## config.mk

```make
export PLATFORM = sky130hd
export DESIGN_NAME = pixel_window_rescale_to_int
export DESIGN_NICKNAME = d
export VERILOG_FILES = /design/src/hdl/pwr_pkg.sv /design/src/hdl/pwr_divider.sv /design/src/hdl/pixel_window_rescale_to_int.sv
export SDC_FILE = /design/constraint.sdc
export NUM_CORES = 1
export LEC_CHECK = 0
export BUFFER_PORTS_ARGS = -buffer_cell sky130_fd_sc_hd__clkbuf_2
export CAP_MARGIN = 5
export CORE_ASPECT_RATIO = 0.75
export CORE_UTILIZATION = 40
export CTS_CLUSTER_DIAMETER = 50
export DETAILED_ROUTE_END_ITERATION = 8
export SLEW_MARGIN = 20
export SYNTH_ARGS = -nofsm -noshare
export SYNTH_HDL_FRONTEND = slang
export SYNTH_SLANG_ARGS = --single-unit
```

## constraint.sdc

```tcl
create_clock -name clk -period 9.3 [get_ports clk]
set_input_delay 1.395 -clock clk [delete_from_list [all_inputs] [get_ports clk]]
set_output_delay 1.395 -clock clk [all_outputs]
set_load 0.03 [all_outputs]
```

## src/hdl/pwr_pkg.sv

```systemverilog
package pwr_pkg;

    localparam int unsigned PixelWidth = 32;
    localparam int unsigned OutWidth   = 16;
    localparam int unsigned FracBits   = 16;
    localparam int unsigned CfgIdxWidth = 3;

    localparam logic signed [PixelWidth-1:0] TrackMinReset = 32'sh7FFF_FFFF;
    localparam logic signed [PixelWidth-1:0] TrackMaxReset = 32'sh8000_0000;
    localparam logic signed [PixelWidth-1:0] UserMinReset  = 32'sh0000_0000;
    localparam logic signed [PixelWidth-1:0] UserMaxReset  = 32'sh0001_0000;

    localparam logic [OutWidth-1:0] FullNarrow = 16'd255;
    localparam logic [OutWidth-1:0] FullWide   = 16'd65535;

    typedef enum logic [CfgIdxWidth-1:0] {
        REG_OUTPUT_WIDE    = 3'd0,
        REG_RESCALE_ENABLE = 3'd1,
        REG_RANGE_GIVEN    = 3'd2,
        REG_USER_MIN       = 3'd3,
        REG_USER_MAX       = 3'd4
    } pwr_reg_idx_t;

    typedef enum logic {
        OP_MEASURE = 1'b0,
        OP_CONVERT = 1'b1
    } pwr_op_t;

    typedef enum logic [2:0] {
        ST_IDLE,
        ST_CLIP,
        ST_DIFF,
        ST_LOAD,
        ST_DIVIDE,
        ST_WRITE
    } pwr_state_t;

    typedef struct packed {
        logic                         operation;
        logic signed [PixelWidth-1:0] pixel;
        logic                         last;
    } pwr_in_t;

    typedef struct packed {
        logic [OutWidth-1:0] pixel_out;
        logic                last_out;
    } pwr_out_t;

    // Request from the sequencer to the shared divider.
    typedef struct packed {
        logic                  start;
        logic                  wide;
        logic [PixelWidth-1:0] num;
        logic [PixelWidth-1:0] den;
    } pwr_div_req_t;

endpackage

```

## src/hdl/pwr_divider.sv

```systemverilog
module pwr_divider (
    input  logic                  clk,
    input  logic                  rst_n,
    input  pwr_pkg::pwr_div_req_t req,
    output logic                  done,
    output logic [15:0]           quotient
);
    import pwr_pkg::*;

    // Computes floor(num * full / den), with num <= den so the quotient fits
    // in 16 bits. The product is formed at start by shift and subtract, then
    // a restoring divider produces one quotient bit per cycle.
    localparam int unsigned ProdWidth = PixelWidth + OutWidth;

    logic                  busy_reg, busy_next;
    logic [3:0]            cnt_reg, cnt_next;
    logic [PixelWidth-1:0] rem_reg, rem_next;
    logic [OutWidth-1:0]   sh_reg, sh_next;
    logic [PixelWidth-1:0] den_reg, den_next;

    logic [ProdWidth-1:0]  num_ext;
    logic [ProdWidth-1:0]  product;
    logic [PixelWidth:0]   trial;
    logic [PixelWidth:0]   diff;
    logic                  fits;

    always_comb
    begin
        num_ext = {{OutWidth{1'b0}}, req.num};
        product = req.wide ? ((num_ext << 16) - num_ext) : ((num_ext << 8) - num_ext);
        trial   = {rem_reg, sh_reg[OutWidth-1]};
        diff    = trial - {1'b0, den_reg};
        fits    = (trial >= {1'b0, den_reg});

        busy_next = busy_reg;
        cnt_next  = cnt_reg;
        rem_next  = rem_reg;
        sh_next   = sh_reg;
        den_next  = den_reg;

        if (req.start)
        begin
            busy_next = 1'b1;
            cnt_next  = '0;
            rem_next  = product[ProdWidth-1:OutWidth];
            sh_next   = product[OutWidth-1:0];
            den_next  = req.den;
        end
        else if (busy_reg)
        begin
            rem_next = fits ? diff[PixelWidth-1:0] : trial[PixelWidth-1:0];
            sh_next  = {sh_reg[OutWidth-2:0], fits};
            cnt_next = cnt_reg + 4'd1;
            if (cnt_reg == 4'd15)
            begin
                busy_next = 1'b0;
            end
        end
    end

    always_ff @(posedge clk or negedge rst_n)
    begin
        if (!rst_n)
        begin
            busy_reg <= 1'b0;
            cnt_reg  <= '0;
        end
        else
        begin
            busy_reg <= busy_next;
            cnt_reg  <= cnt_next;
        end
    end

    always_ff @(posedge clk)
    begin
        rem_reg <= rem_next;
        sh_reg  <= sh_next;
        den_reg <= den_next;
    end

    assign done     = busy_reg && (cnt_reg == 4'd15);
    assign quotient = sh_reg;

endmodule

```

## src/hdl/pixel_window_rescale_to_int.sv

```systemverilog
// Pixel window rescaler: signed Q16.16 pixels in, unsigned 8- or 16-bit out.
// The source channel (src_valid, src_stall, src_item) carries measure and
// convert items. A measure item updates the running minimum and maximum in
// the cycle it is accepted and produces no result. A convert item produces
// exactly one result on the destination channel (dst_valid, dst_stall,
// dst_item). The configuration channel (cfg_valid, cfg_ready, cfg_index,
// cfg_data) is always ready and should be written only while the block is idle.
// A measure item leaves the block idle, ready for the next item. A convert
// item with rescale off goes from idle to the write step. With rescale on it
// passes the clip, difference and load steps, the restoring divider that is
// shared by all pixels, and the write step; an empty window skips the divider.
// Every result reaches the output register from the write step.
// The block holds src_stall high while a convert item is in work.
// The result sits in an output register; while the receiver stalls, the block
// still accepts the next item and stalls only if a second result is ready
// before the first is taken. Reset returns the state, output valid and config
// registers to their defaults, the trackers to an inverted full-range window.
// The last convert item of a frame clears the trackers as its result registers.
module pixel_window_rescale_to_int (
    input  logic                                clk,
    input  logic                                rst_n,
    input  logic                                src_valid,
    output logic                                src_stall,
    input  pwr_pkg::pwr_in_t                    src_item,
    output logic                                dst_valid,
    input  logic                                dst_stall,
    output pwr_pkg::pwr_out_t                   dst_item,
    input  logic                                cfg_valid,
    output logic                                cfg_ready,
    input  logic [pwr_pkg::CfgIdxWidth-1:0]     cfg_index,
    input  logic [pwr_pkg::PixelWidth-1:0]      cfg_data
);
    import pwr_pkg::*;

    pwr_state_t state_reg, state_next;

    // Configuration registers.
    logic                         wide_reg;
    logic                         rescale_reg;
    logic                         given_reg;
    logic signed [PixelWidth-1:0] umin_reg;
    logic signed [PixelWidth-1:0] umax_reg;

    // Frame trackers.
    logic signed [PixelWidth-1:0] tmin_reg, tmin_next;
    logic signed [PixelWidth-1:0] tmax_reg, tmax_next;

    // Item working registers.
    logic signed [PixelWidth-1:0] x_reg, x_next;
    logic signed [PixelWidth-1:0] lo_reg, lo_next;
    logic                         last_reg, last_next;
    logic                         inc_reg, inc_next;
    logic [PixelWidth-1:0]        den_reg, den_next;
    logic [PixelWidth-1:0]        num_reg, num_next;
    logic [OutWidth-1:0]          res_reg, res_next;
    logic                         use_div_reg, use_div_next;

    // Output register.
    logic                         ovalid_reg, ovalid_next;
    pwr_out_t                     odata_reg, odata_next;

    logic                         accept;
    logic [OutWidth-1:0]          full;
    logic [OutWidth-1:0]          trunc_val;
    logic [FracBits-1:0]          int_part;
    logic signed [PixelWidth-1:0] win_lo;
    logic signed [PixelWidth-1:0] win_hi;
    logic signed [PixelWidth-1:0] clip_lo;
    logic signed [PixelWidth-1:0] clip_hi;
    logic                         div_done;
    logic [OutWidth-1:0]          quotient;
    pwr_div_req_t                 div_req;

    assign cfg_ready = 1'b1;
    assign src_stall = (state_reg != ST_IDLE);
    assign accept    = src_valid && !src_stall;
    assign full      = wide_reg ? FullWide : FullNarrow;
    assign dst_valid = ovalid_reg;
    assign dst_item  = odata_reg;

    always_ff @(posedge clk or negedge rst_n)
    begin
        if (!rst_n)
        begin
            wide_reg    <= 1'b0;
            rescale_reg <= 1'b0;
            given_reg   <= 1'b0;
            umin_reg    <= UserMinReset;
            umax_reg    <= UserMaxReset;
        end
        else if (cfg_valid && cfg_ready)
        begin
            case (cfg_index)
                REG_OUTPUT_WIDE:    wide_reg    <= cfg_data[0];
                REG_RESCALE_ENABLE: rescale_reg <= cfg_data[0];
                REG_RANGE_GIVEN:    given_reg   <= cfg_data[0];
                REG_USER_MIN:       umin_reg    <= cfg_data;
                REG_USER_MAX:       umax_reg    <= cfg_data;
                default:            ;
            endcase
        end
    end

    // Integer part of a pixel, saturated to the full scale; a negative pixel gives zero.
    always_comb
    begin
        int_part = src_item.pixel[PixelWidth-1:FracBits];
        if (src_item.pixel[PixelWidth-1])
        begin
            trunc_val = '0;
        end
        else if (int_part > full)
        begin
            trunc_val = full;
        end
        else
        begin
            trunc_val = int_part;
        end
    end

    assign win_lo = given_reg ? umin_reg : tmin_reg;
    assign win_hi = given_reg ? umax_reg : tmax_reg;

    // The clip interval is the window with its ends in ascending order.
    assign clip_lo = (win_lo < win_hi) ? win_lo : win_hi;
    assign clip_hi = (win_lo < win_hi) ? win_hi : win_lo;

    always_comb
    begin
        state_next   = state_reg;
        tmin_next    = tmin_reg;
        tmax_next    = tmax_reg;
        x_next       = x_reg;
        lo_next      = lo_reg;
        last_next    = last_reg;
        inc_next     = inc_reg;
        den_next     = den_reg;
        num_next     = num_reg;
        res_next     = res_reg;
        use_div_next = use_div_reg;
        ovalid_next  = ovalid_reg;
        odata_next   = odata_reg;

        div_req.start = 1'b0;
        div_req.wide  = wide_reg;
        div_req.num   = num_reg;
        div_req.den   = den_reg;

        if (ovalid_reg && !dst_stall)
        begin
            ovalid_next = 1'b0;
        end

        case (state_reg)
            ST_IDLE:
            begin
                if (accept)
                begin
                    x_next       = src_item.pixel;
                    last_next    = src_item.last;
                    use_div_next = 1'b0;
                    if (src_item.operation == OP_MEASURE)
                    begin
                        if (src_item.pixel < tmin_reg)
                        begin
                            tmin_next = src_item.pixel;
                        end
                        if (src_item.pixel > tmax_reg)
                        begin
                            tmax_next = src_item.pixel;
                        end
                    end
                    else if (rescale_reg)
                    begin
                        state_next = ST_CLIP;
                    end
                    else
                    begin
                        res_next   = trunc_val;
                        state_next = ST_WRITE;
                    end
                end
            end

            ST_CLIP:
            begin
                // An inverted window maps from its upper end downward.
                lo_next  = win_lo;
                inc_next = (win_lo < win_hi);
                den_next = (win_lo < win_hi) ? (win_hi - win_lo) : (win_lo - win_hi);
                if (x_reg < clip_lo)
                begin
                    x_next = clip_lo;
                end
                else if (x_reg > clip_hi)
                begin
                    x_next = clip_hi;
                end
                if (win_lo == win_hi)
                begin
                    res_next   = '0;
                    state_next = ST_WRITE;
                end
                else
                begin
                    state_next = ST_DIFF;
                end
            end

            ST_DIFF:
            begin
                num_next   = inc_reg ? (x_reg - lo_reg) : (lo_reg - x_reg);
                state_next = ST_LOAD;
            end

            ST_LOAD:
            begin
                div_req.start = 1'b1;
                use_div_next  = 1'b1;
                state_next    = ST_DIVIDE;
            end

            ST_DIVIDE:
            begin
                if (div_done)
                begin
                    state_next = ST_WRITE;
                end
            end

            ST_WRITE:
            begin
                if (!ovalid_reg || !dst_stall)
                begin
                    ovalid_next          = 1'b1;
                    odata_next.pixel_out = use_div_reg ? quotient : res_reg;
                    odata_next.last_out  = last_reg;
                    if (last_reg)
                    begin
                        tmin_next = TrackMinReset;
                        tmax_next = TrackMaxReset;
                    end
                    state_next = ST_IDLE;
                end
            end

            default:
            begin
                state_next = ST_IDLE;
            end
        endcase
    end

    always_ff @(posedge clk or negedge rst_n)
    begin
        if (!rst_n)
        begin
            state_reg  <= ST_IDLE;
            ovalid_reg <= 1'b0;
            tmin_reg   <= TrackMinReset;
            tmax_reg   <= TrackMaxReset;
        end
        else
        begin
            state_reg  <= state_next;
            ovalid_reg <= ovalid_next;
            tmin_reg   <= tmin_next;
            tmax_reg   <= tmax_next;
        end
    end

    always_ff @(posedge clk)
    begin
        x_reg       <= x_next;
        lo_reg      <= lo_next;
        last_reg    <= last_next;
        inc_reg     <= inc_next;
        den_reg     <= den_next;
        num_reg     <= num_next;
        res_reg     <= res_next;
        use_div_reg <= use_div_next;
        odata_reg   <= odata_next;
    end

    pwr_divider u_divider (
        .clk      (clk),
        .rst_n    (rst_n),
        .req      (div_req),
        .done     (div_done),
        .quotient (quotient)
    );

endmodule
```

After elaboration in Yosys (flattened, before gate mapping) --
Cells that the tools add are included.
Word-level totals: input port bits 74, output and inout bits 20, flip-flop bits (word level) 384
Cells by class: $lt $le $gt $ge 7, equality and inequality tests 22, reduce and logical (&&, ||, !) cells 27, multiplexer cells 55, add/subtract/negate cells 8
Operator list (count):
- 2-to-1 mux 32 bit | 22
- one-hot mux 32 bit (2 select lines) | 3
- 2-to-1 mux 16 bit | 10
- subtractor 32 bit | 5
- less-than comparator 32 bit | 3
- > comparator 32 bit | 2
- 2-to-1 mux 48 bit | 1
- subtractor 48 x 32 -> 48 bit | 1
- subtractor 40 x 32 -> 41 bit | 1
- >= comparator 33 x 32 -> 1 bit | 1
- == test 32 bit | 1
- one-hot mux 16 bit (2 select lines) | 1
- != test 2 bit, second input constant | 10
- 2-to-1 mux 3 bit | 6
- one-hot mux 3 bit (6 select lines) | 1
- > comparator 16 bit | 1
- AND reduction 2 bit | 8
- == test 3 x 2 -> 1 bit, second input constant | 4
- AND reduction 6 bit | 2
- == test 3 bit, second input constant | 3
- 2-to-1 mux 1 bit | 8
- 2-to-1 mux 4 bit | 2
- nonzero test 2 bit | 4
- == test 3 x 1 -> 1 bit, second input constant | 2
- other kinds (12) | 17

Longest topological paths before layout --
word-level depth 8, mapped depth 30, mapped depth without buffers 23

Modules after synthesis --
From an unflattened synthesis, not the netlist that was laid out.
Unflattened totals: cell total of the unflattened synthesis 3394, area, all modules 31006.0 µm²
By module, submodules not included:
- pixel_window_rescale_to_int | cells an instance 2297, instances 1, area each 22079.9 µm²
- pwr_divider | cells an instance 1097, instances 1, area each 8926.1 µm²

Worst setup path before layout --
Ideal clock, no wire load.
kind register to register, start point register given_reg, end point register x_reg[0] (enable), cell stages (with the launch flop) 25, path slack 0.996 ns, path buffers 5, clock period less this slack 8.304 ns, arrival 7.838 ns, cell sequence dfrtp_1 -> clkbuf_1 -> clkbuf_1 -> clkbuf_1 -> mux2i_1 -> inv_1 -> fa_1 -> nor2b_1 -> o31a_1 -> o21ai_1 -> a21oi_2 -> o21ai_2 -> a31oi_4 -> buf_2 -> buf_1 -> o21ai_0 -> ha_1 -> nand4_1 -> nor4_1 -> inv_1 -> o31ai_1 -> nor4_1 -> a211oi_4 -> a31oi_1 -> o21ai_0
Between the ends: longest elaborated chain between the ends 6
Ends and longest elaborated chain:
- start, declared | line pixel_window_rescale_to_int.sv:40 | logic given_reg;
- start signal, assigned | line pixel_window_rescale_to_int.sv:96 | REG_RANGE_GIVEN: given_reg <= cfg_data[0];
- 2-to-1 mux 32 bit (on tied branches) | line pixel_window_rescale_to_int.sv:122, pixel_window_rescale_to_int.sv:123
- less-than comparator 32 bit | line pixel_window_rescale_to_int.sv:126, pixel_window_rescale_to_int.sv:127
- 2-to-1 mux 32 bit (on tied branches) | line pixel_window_rescale_to_int.sv:126, pixel_window_rescale_to_int.sv:127
- less-than comparator 32 bit / > comparator 32 bit (equally long branches) | line pixel_window_rescale_to_int.sv:192, pixel_window_rescale_to_int.sv:196
- != test 3 bit (no source line) *
- AND reduction 3 bit (no source line) *
- end signal, assigned | line pixel_window_rescale_to_int.sv:275 | x_reg <= x_next;
- end, declared | line pixel_window_rescale_to_int.sv:49 | logic signed [PixelWidth-1:0] x_reg, x_next;
Every way passes the cells marked *; elsewhere a longest branch is shown, timed or not. A chain may end at the register's enable or synchronous reset.

Worst setup path in the final report --
start point register given_reg, end point register x_reg[29], data pin
Between the ends: longest elaborated chain between the ends 6
Ends and longest elaborated chain:
- 2-to-1 mux 32 bit (on tied branches) | line pixel_window_rescale_to_int.sv:122, pixel_window_rescale_to_int.sv:123
- less-than comparator 32 bit | line pixel_window_rescale_to_int.sv:126, pixel_window_rescale_to_int.sv:127
- 2-to-1 mux 32 bit (on tied branches) | line pixel_window_rescale_to_int.sv:126, pixel_window_rescale_to_int.sv:127
- less-than comparator 32 bit / 2-to-1 mux 32 bit (equally long branches) | line pixel_window_rescale_to_int.sv:192, pixel_window_rescale_to_int.sv:196
- 2-to-1 mux 32 bit * | line pixel_window_rescale_to_int.sv:192 | if (x_reg < clip_lo)
- one-hot mux 32 bit (2 select lines) * | line pixel_window_rescale_to_int.sv:155 | case (state_reg)
- via x_next[29] | line pixel_window_rescale_to_int.sv:49
Mark *: on every way through the listed nets, which the timed path passes. The rest lies on a longest branch. The select of a mux whose other input is x is not followed.

==> reports/metrics.yaml <==
clock_tree:
  cts_sinks: 384
  cts.clk_slew.worst_paths_ps: 60
  cts.hold.buffers_added: 0
  numCtsBuffers: 52
  root_buffer: "clkbuf_16"
  insertion_delay_ps: 670
  tritoncts: "done"
  post-cts-setup-buffers: 0
  cts_max_path_buffers: 3
  cts.htree.levels: 2
  cts_resized: 0
setup_path:
  crit_slowest_cell: "dfrtp_4"
  critPathBufInv: 3
  path_cells: "mux2i_1 -> inv_1 -> ha_1 -> nand3_1 -> nor4_1 -> o21ai_1 -> a21oi_2 -> o21ai_2 -> a31oi_4 -> buf_4 -> o21ai_0 -> ha_1 -> a21oi_1 -> a21boi_0 -> nor4b_1 -> o31ai_1 -> nor4_1 -> a211o_1 -> buf_4 -> mux2i_1 -> mux2_2"
  critPathMaxFanout: 60
  start_kind: "flop"
  path_class: "flop to flop"
  crit_path_end_kind: "flop"
  required_ps: 9700
  worstPathArrival_ps: 8630
  critical-path-top-delay-family: "compound AO/OA/AOI/OAI gates"
  cpPeakStageDelay_ps: 1060
global_route:
  overflow: 0
  grt_max_degree: 99
  grtUsageTotal_pct: 24.6
  first_global_vias: 23474
  antenna_found_initial: 2
  grt_pass1_wl_um: 147000
sta:
  slew_violations: 0
  relSlewSlack_pct: 28.7
  timing.final.crit_period_ps: 8230
  hold_violations: 0
  fin_ws_ps: 1070
  max_freq_mhz: 122
  finClkSkew_ps: 72.7
  worst_pin_slew_ps: 1060
  setup_tns_ps: 0
  setup_viol: 0
  final.period_utilization_pct: 88.5
  rsz0062_at_grt: "no"
drt:
  drc: 0
  ant_nets: 0
  drt-pass1-iter-count: 6
  wirelength_um: 97300
  routed_via_density: 5.78
  drt_iter0_drc: 2822
  routedWlPerCell_um: 22.2
  num_vias: 25337
logic_synthesis:
  synthFlopType: "edfxtp_1"
  syn-cell-area_um2: 30800
  synthTopCellsByArea: "edfxtp_1 (24%), ha_1 (14%), dfrtp_1 (8.7%)"
  synthCells: 3287
  syn_area_per_cell_um2: 9.37
  synthDistinctLibCells: 95
  synthesis.nets: 3699
  yosysTopAreaCell: "edfxtp_1"
  ys_ff_latch: 384
  synth_warnings: 0
  synth_seq_area_share_pct: 35.3
  synth_top_cell_area_share_pct: 23.8
  ys_async_sr_fraction_pct: 36.5
  synth_edf_count: 244
floorplanning:
  core_um2: 75700
  die_y_um: 242
  row_count: 87
  dieArea_um2: 78100
  ioPinCount: 94
  initial_utilization_pct: 40.7
  dieWidth_um: 322
placed_design:
  numPortBuffers: 92
  dpl.hpwl_um: 76800
  place_congestion: 0.962
  place_ws_ps: 1300
power:
  power.density_nw_per_um2: 407
  p_leak_nw: 15.3
  peakVddDrop_v: 0.000207
outcome:
  status: "complete, no violations"
cells_and_area:
  num-nets-final: 3729
  layout-drive-gt1-share_pct: 12.3
  syn2layout_area_growth_pct: 10.7
  antenna_cells: 0
min_path:
  min_path_type: "flop to flop"
run:
  drv_cap: 0
==> cell families (layout without fill, tap and decap cells) <==
family          count (synthesis)  after routing  synth area share (%)
buf+inv                       440            514                  5.61
mux                           260            260                  8.95
xor+xnor                      156            156                  4.44
compound gates                948            948                  20.0
simple gates                  760            760                  11.9
flops                         384            384                  35.3
other cells                     1              1                0.0122
fa+ha+maj                     338            338                  13.9
==> final cells by class <==
class                      count  area (um2)
clock buffer                  63        1420
clock inverter                35         472
fill                        7356       41600
inverter                     300        1130
multi-input combinational   2463       18300
sequential                   384       10900
tap                         1023        1280
timing repair buffer         116         647
==> synth_stat cells (7+ instances only) <==
master / n
a2111oi_0: 7
a211o_1: 11
a211oi_1: 34
a21boi_0: 11
a21o_1: 125
a21oi_1: 256
a221oi_1: 9
a22o_1: 32
a31oi_1: 32
and2_1: 11
and3_1: 16
and4_1: 11
buf_1: 16
buf_2: 30
clkbuf_1: 89
dfrtp_1: 107
dfstp_2: 33
edfxtp_1: 244
ha_1: 333
inv_1: 298
mux2_2: 120
mux2i_1: 139
nand2_1: 259
nand2b_1: 20
nand3_1: 43
nand3b_1: 9
nand4_1: 52
nor2_1: 193
nor2b_1: 34
nor3_1: 42
nor4_1: 22
o211ai_1: 32
o21a_1: 30
o21ai_0: 209
o21ai_1: 16
o21bai_1: 36
o22ai_1: 8
o31a_1: 8
o31ai_1: 31
or2_2: 9
or3_1: 13
xnor2_1: 106
xor2_1: 50
==> report_power, final <==
group | internal [W] | leakage (nW) | switching (W) | total [W]
clock | 0.00126 | 0.909 | 0.000888 | 0.00215
combinational | 0.00312 | 10.4 | 0.00532 | 0.00845
sequential | 0.00274 | 3.91 | 0.000523 | 0.00326
total | 0.00712 | 15.3 | 0.00673 | 0.0139
==> layout by cell type, fill, tap and decap left out, types with 30 or more instances in the layout <==
| cell | Yosys | final |
|---|---|---|
| mux2i_1 | 139 | 139 |
| ha_1 | 333 | 333 |
| nor2_1 | 193 | 193 |
| o21bai_1 | 36 | 36 |
| dfrtp_1 | 107 | 105 |
| nand4_1 | 52 | 52 |
| dfstp_2 | 33 | 33 |
| nor2b_1 | 34 | 34 |
| a21o_1 | 125 | 125 |
| o31ai_1 | 31 | 31 |
| nor3_1 | 42 | 40 |
| edfxtp_1 | 244 | 244 |
| a22o_1 | 32 | 32 |
| xnor2_1 | 106 | 106 |
| a21oi_1 | 256 | 255 |
| o211ai_1 | 32 | 32 |
| mux2_2 | 120 | 120 |
| a31oi_1 | 32 | 32 |
| nand3_1 | 43 | 41 |
| xor2_1 | 50 | 50 |
| clkbuf_16 | 0 | 54 |
| a211oi_1 | 34 | 34 |
| clkbuf_2 | 0 | 91 |
| nand2_1 | 259 | 259 |
| o21a_1 | 30 | 30 |
| o21ai_0 | 209 | 208 |
| inv_1 | 298 | 297 |
==> path summary, 6_finish.rpt <==
check,depth (start not counted),slack (ps),end,start
worst max-delay path,21,1070,x_reg[29],given_reg
worst min-delay path,0,410,u_divider.den_reg[30],den_reg[30]
worst max register to register,21,1070,x_reg[29],given_reg
worst min register to register,0,410,u_divider.den_reg[30],den_reg[30]
max in group asynchronous,2,7300,umax_reg[1],rst_n
min in group asynchronous,1,840,tmax_reg[25],rst_n
==> per-layer routing <==
metal	vias to the layer above	global-route usage, %	wire length [um]
met5	-	0	0
met4	0	6.50	2410
met3	98	3.66	7530
met2	908	33.6	38600
met1	12269	39.3	48800
li1	12062	-	-
==> stage by stage <==
step	instances	utilization, %	area, um2	hold WS [ps]	power (W)
finish	4384	45.0	34100	412	0.0139
floorplan	3287	-	30800	400	0.00903
detailed placement	4286	42.5	32200	405	0.0115
global route	4384	45.0	34100	421	0.0148
global placement	4286	42.5	32200	401	0.0115
CTS	4384	45.0	34100	413	0.0137
Power figures use the tool's default switching activity.
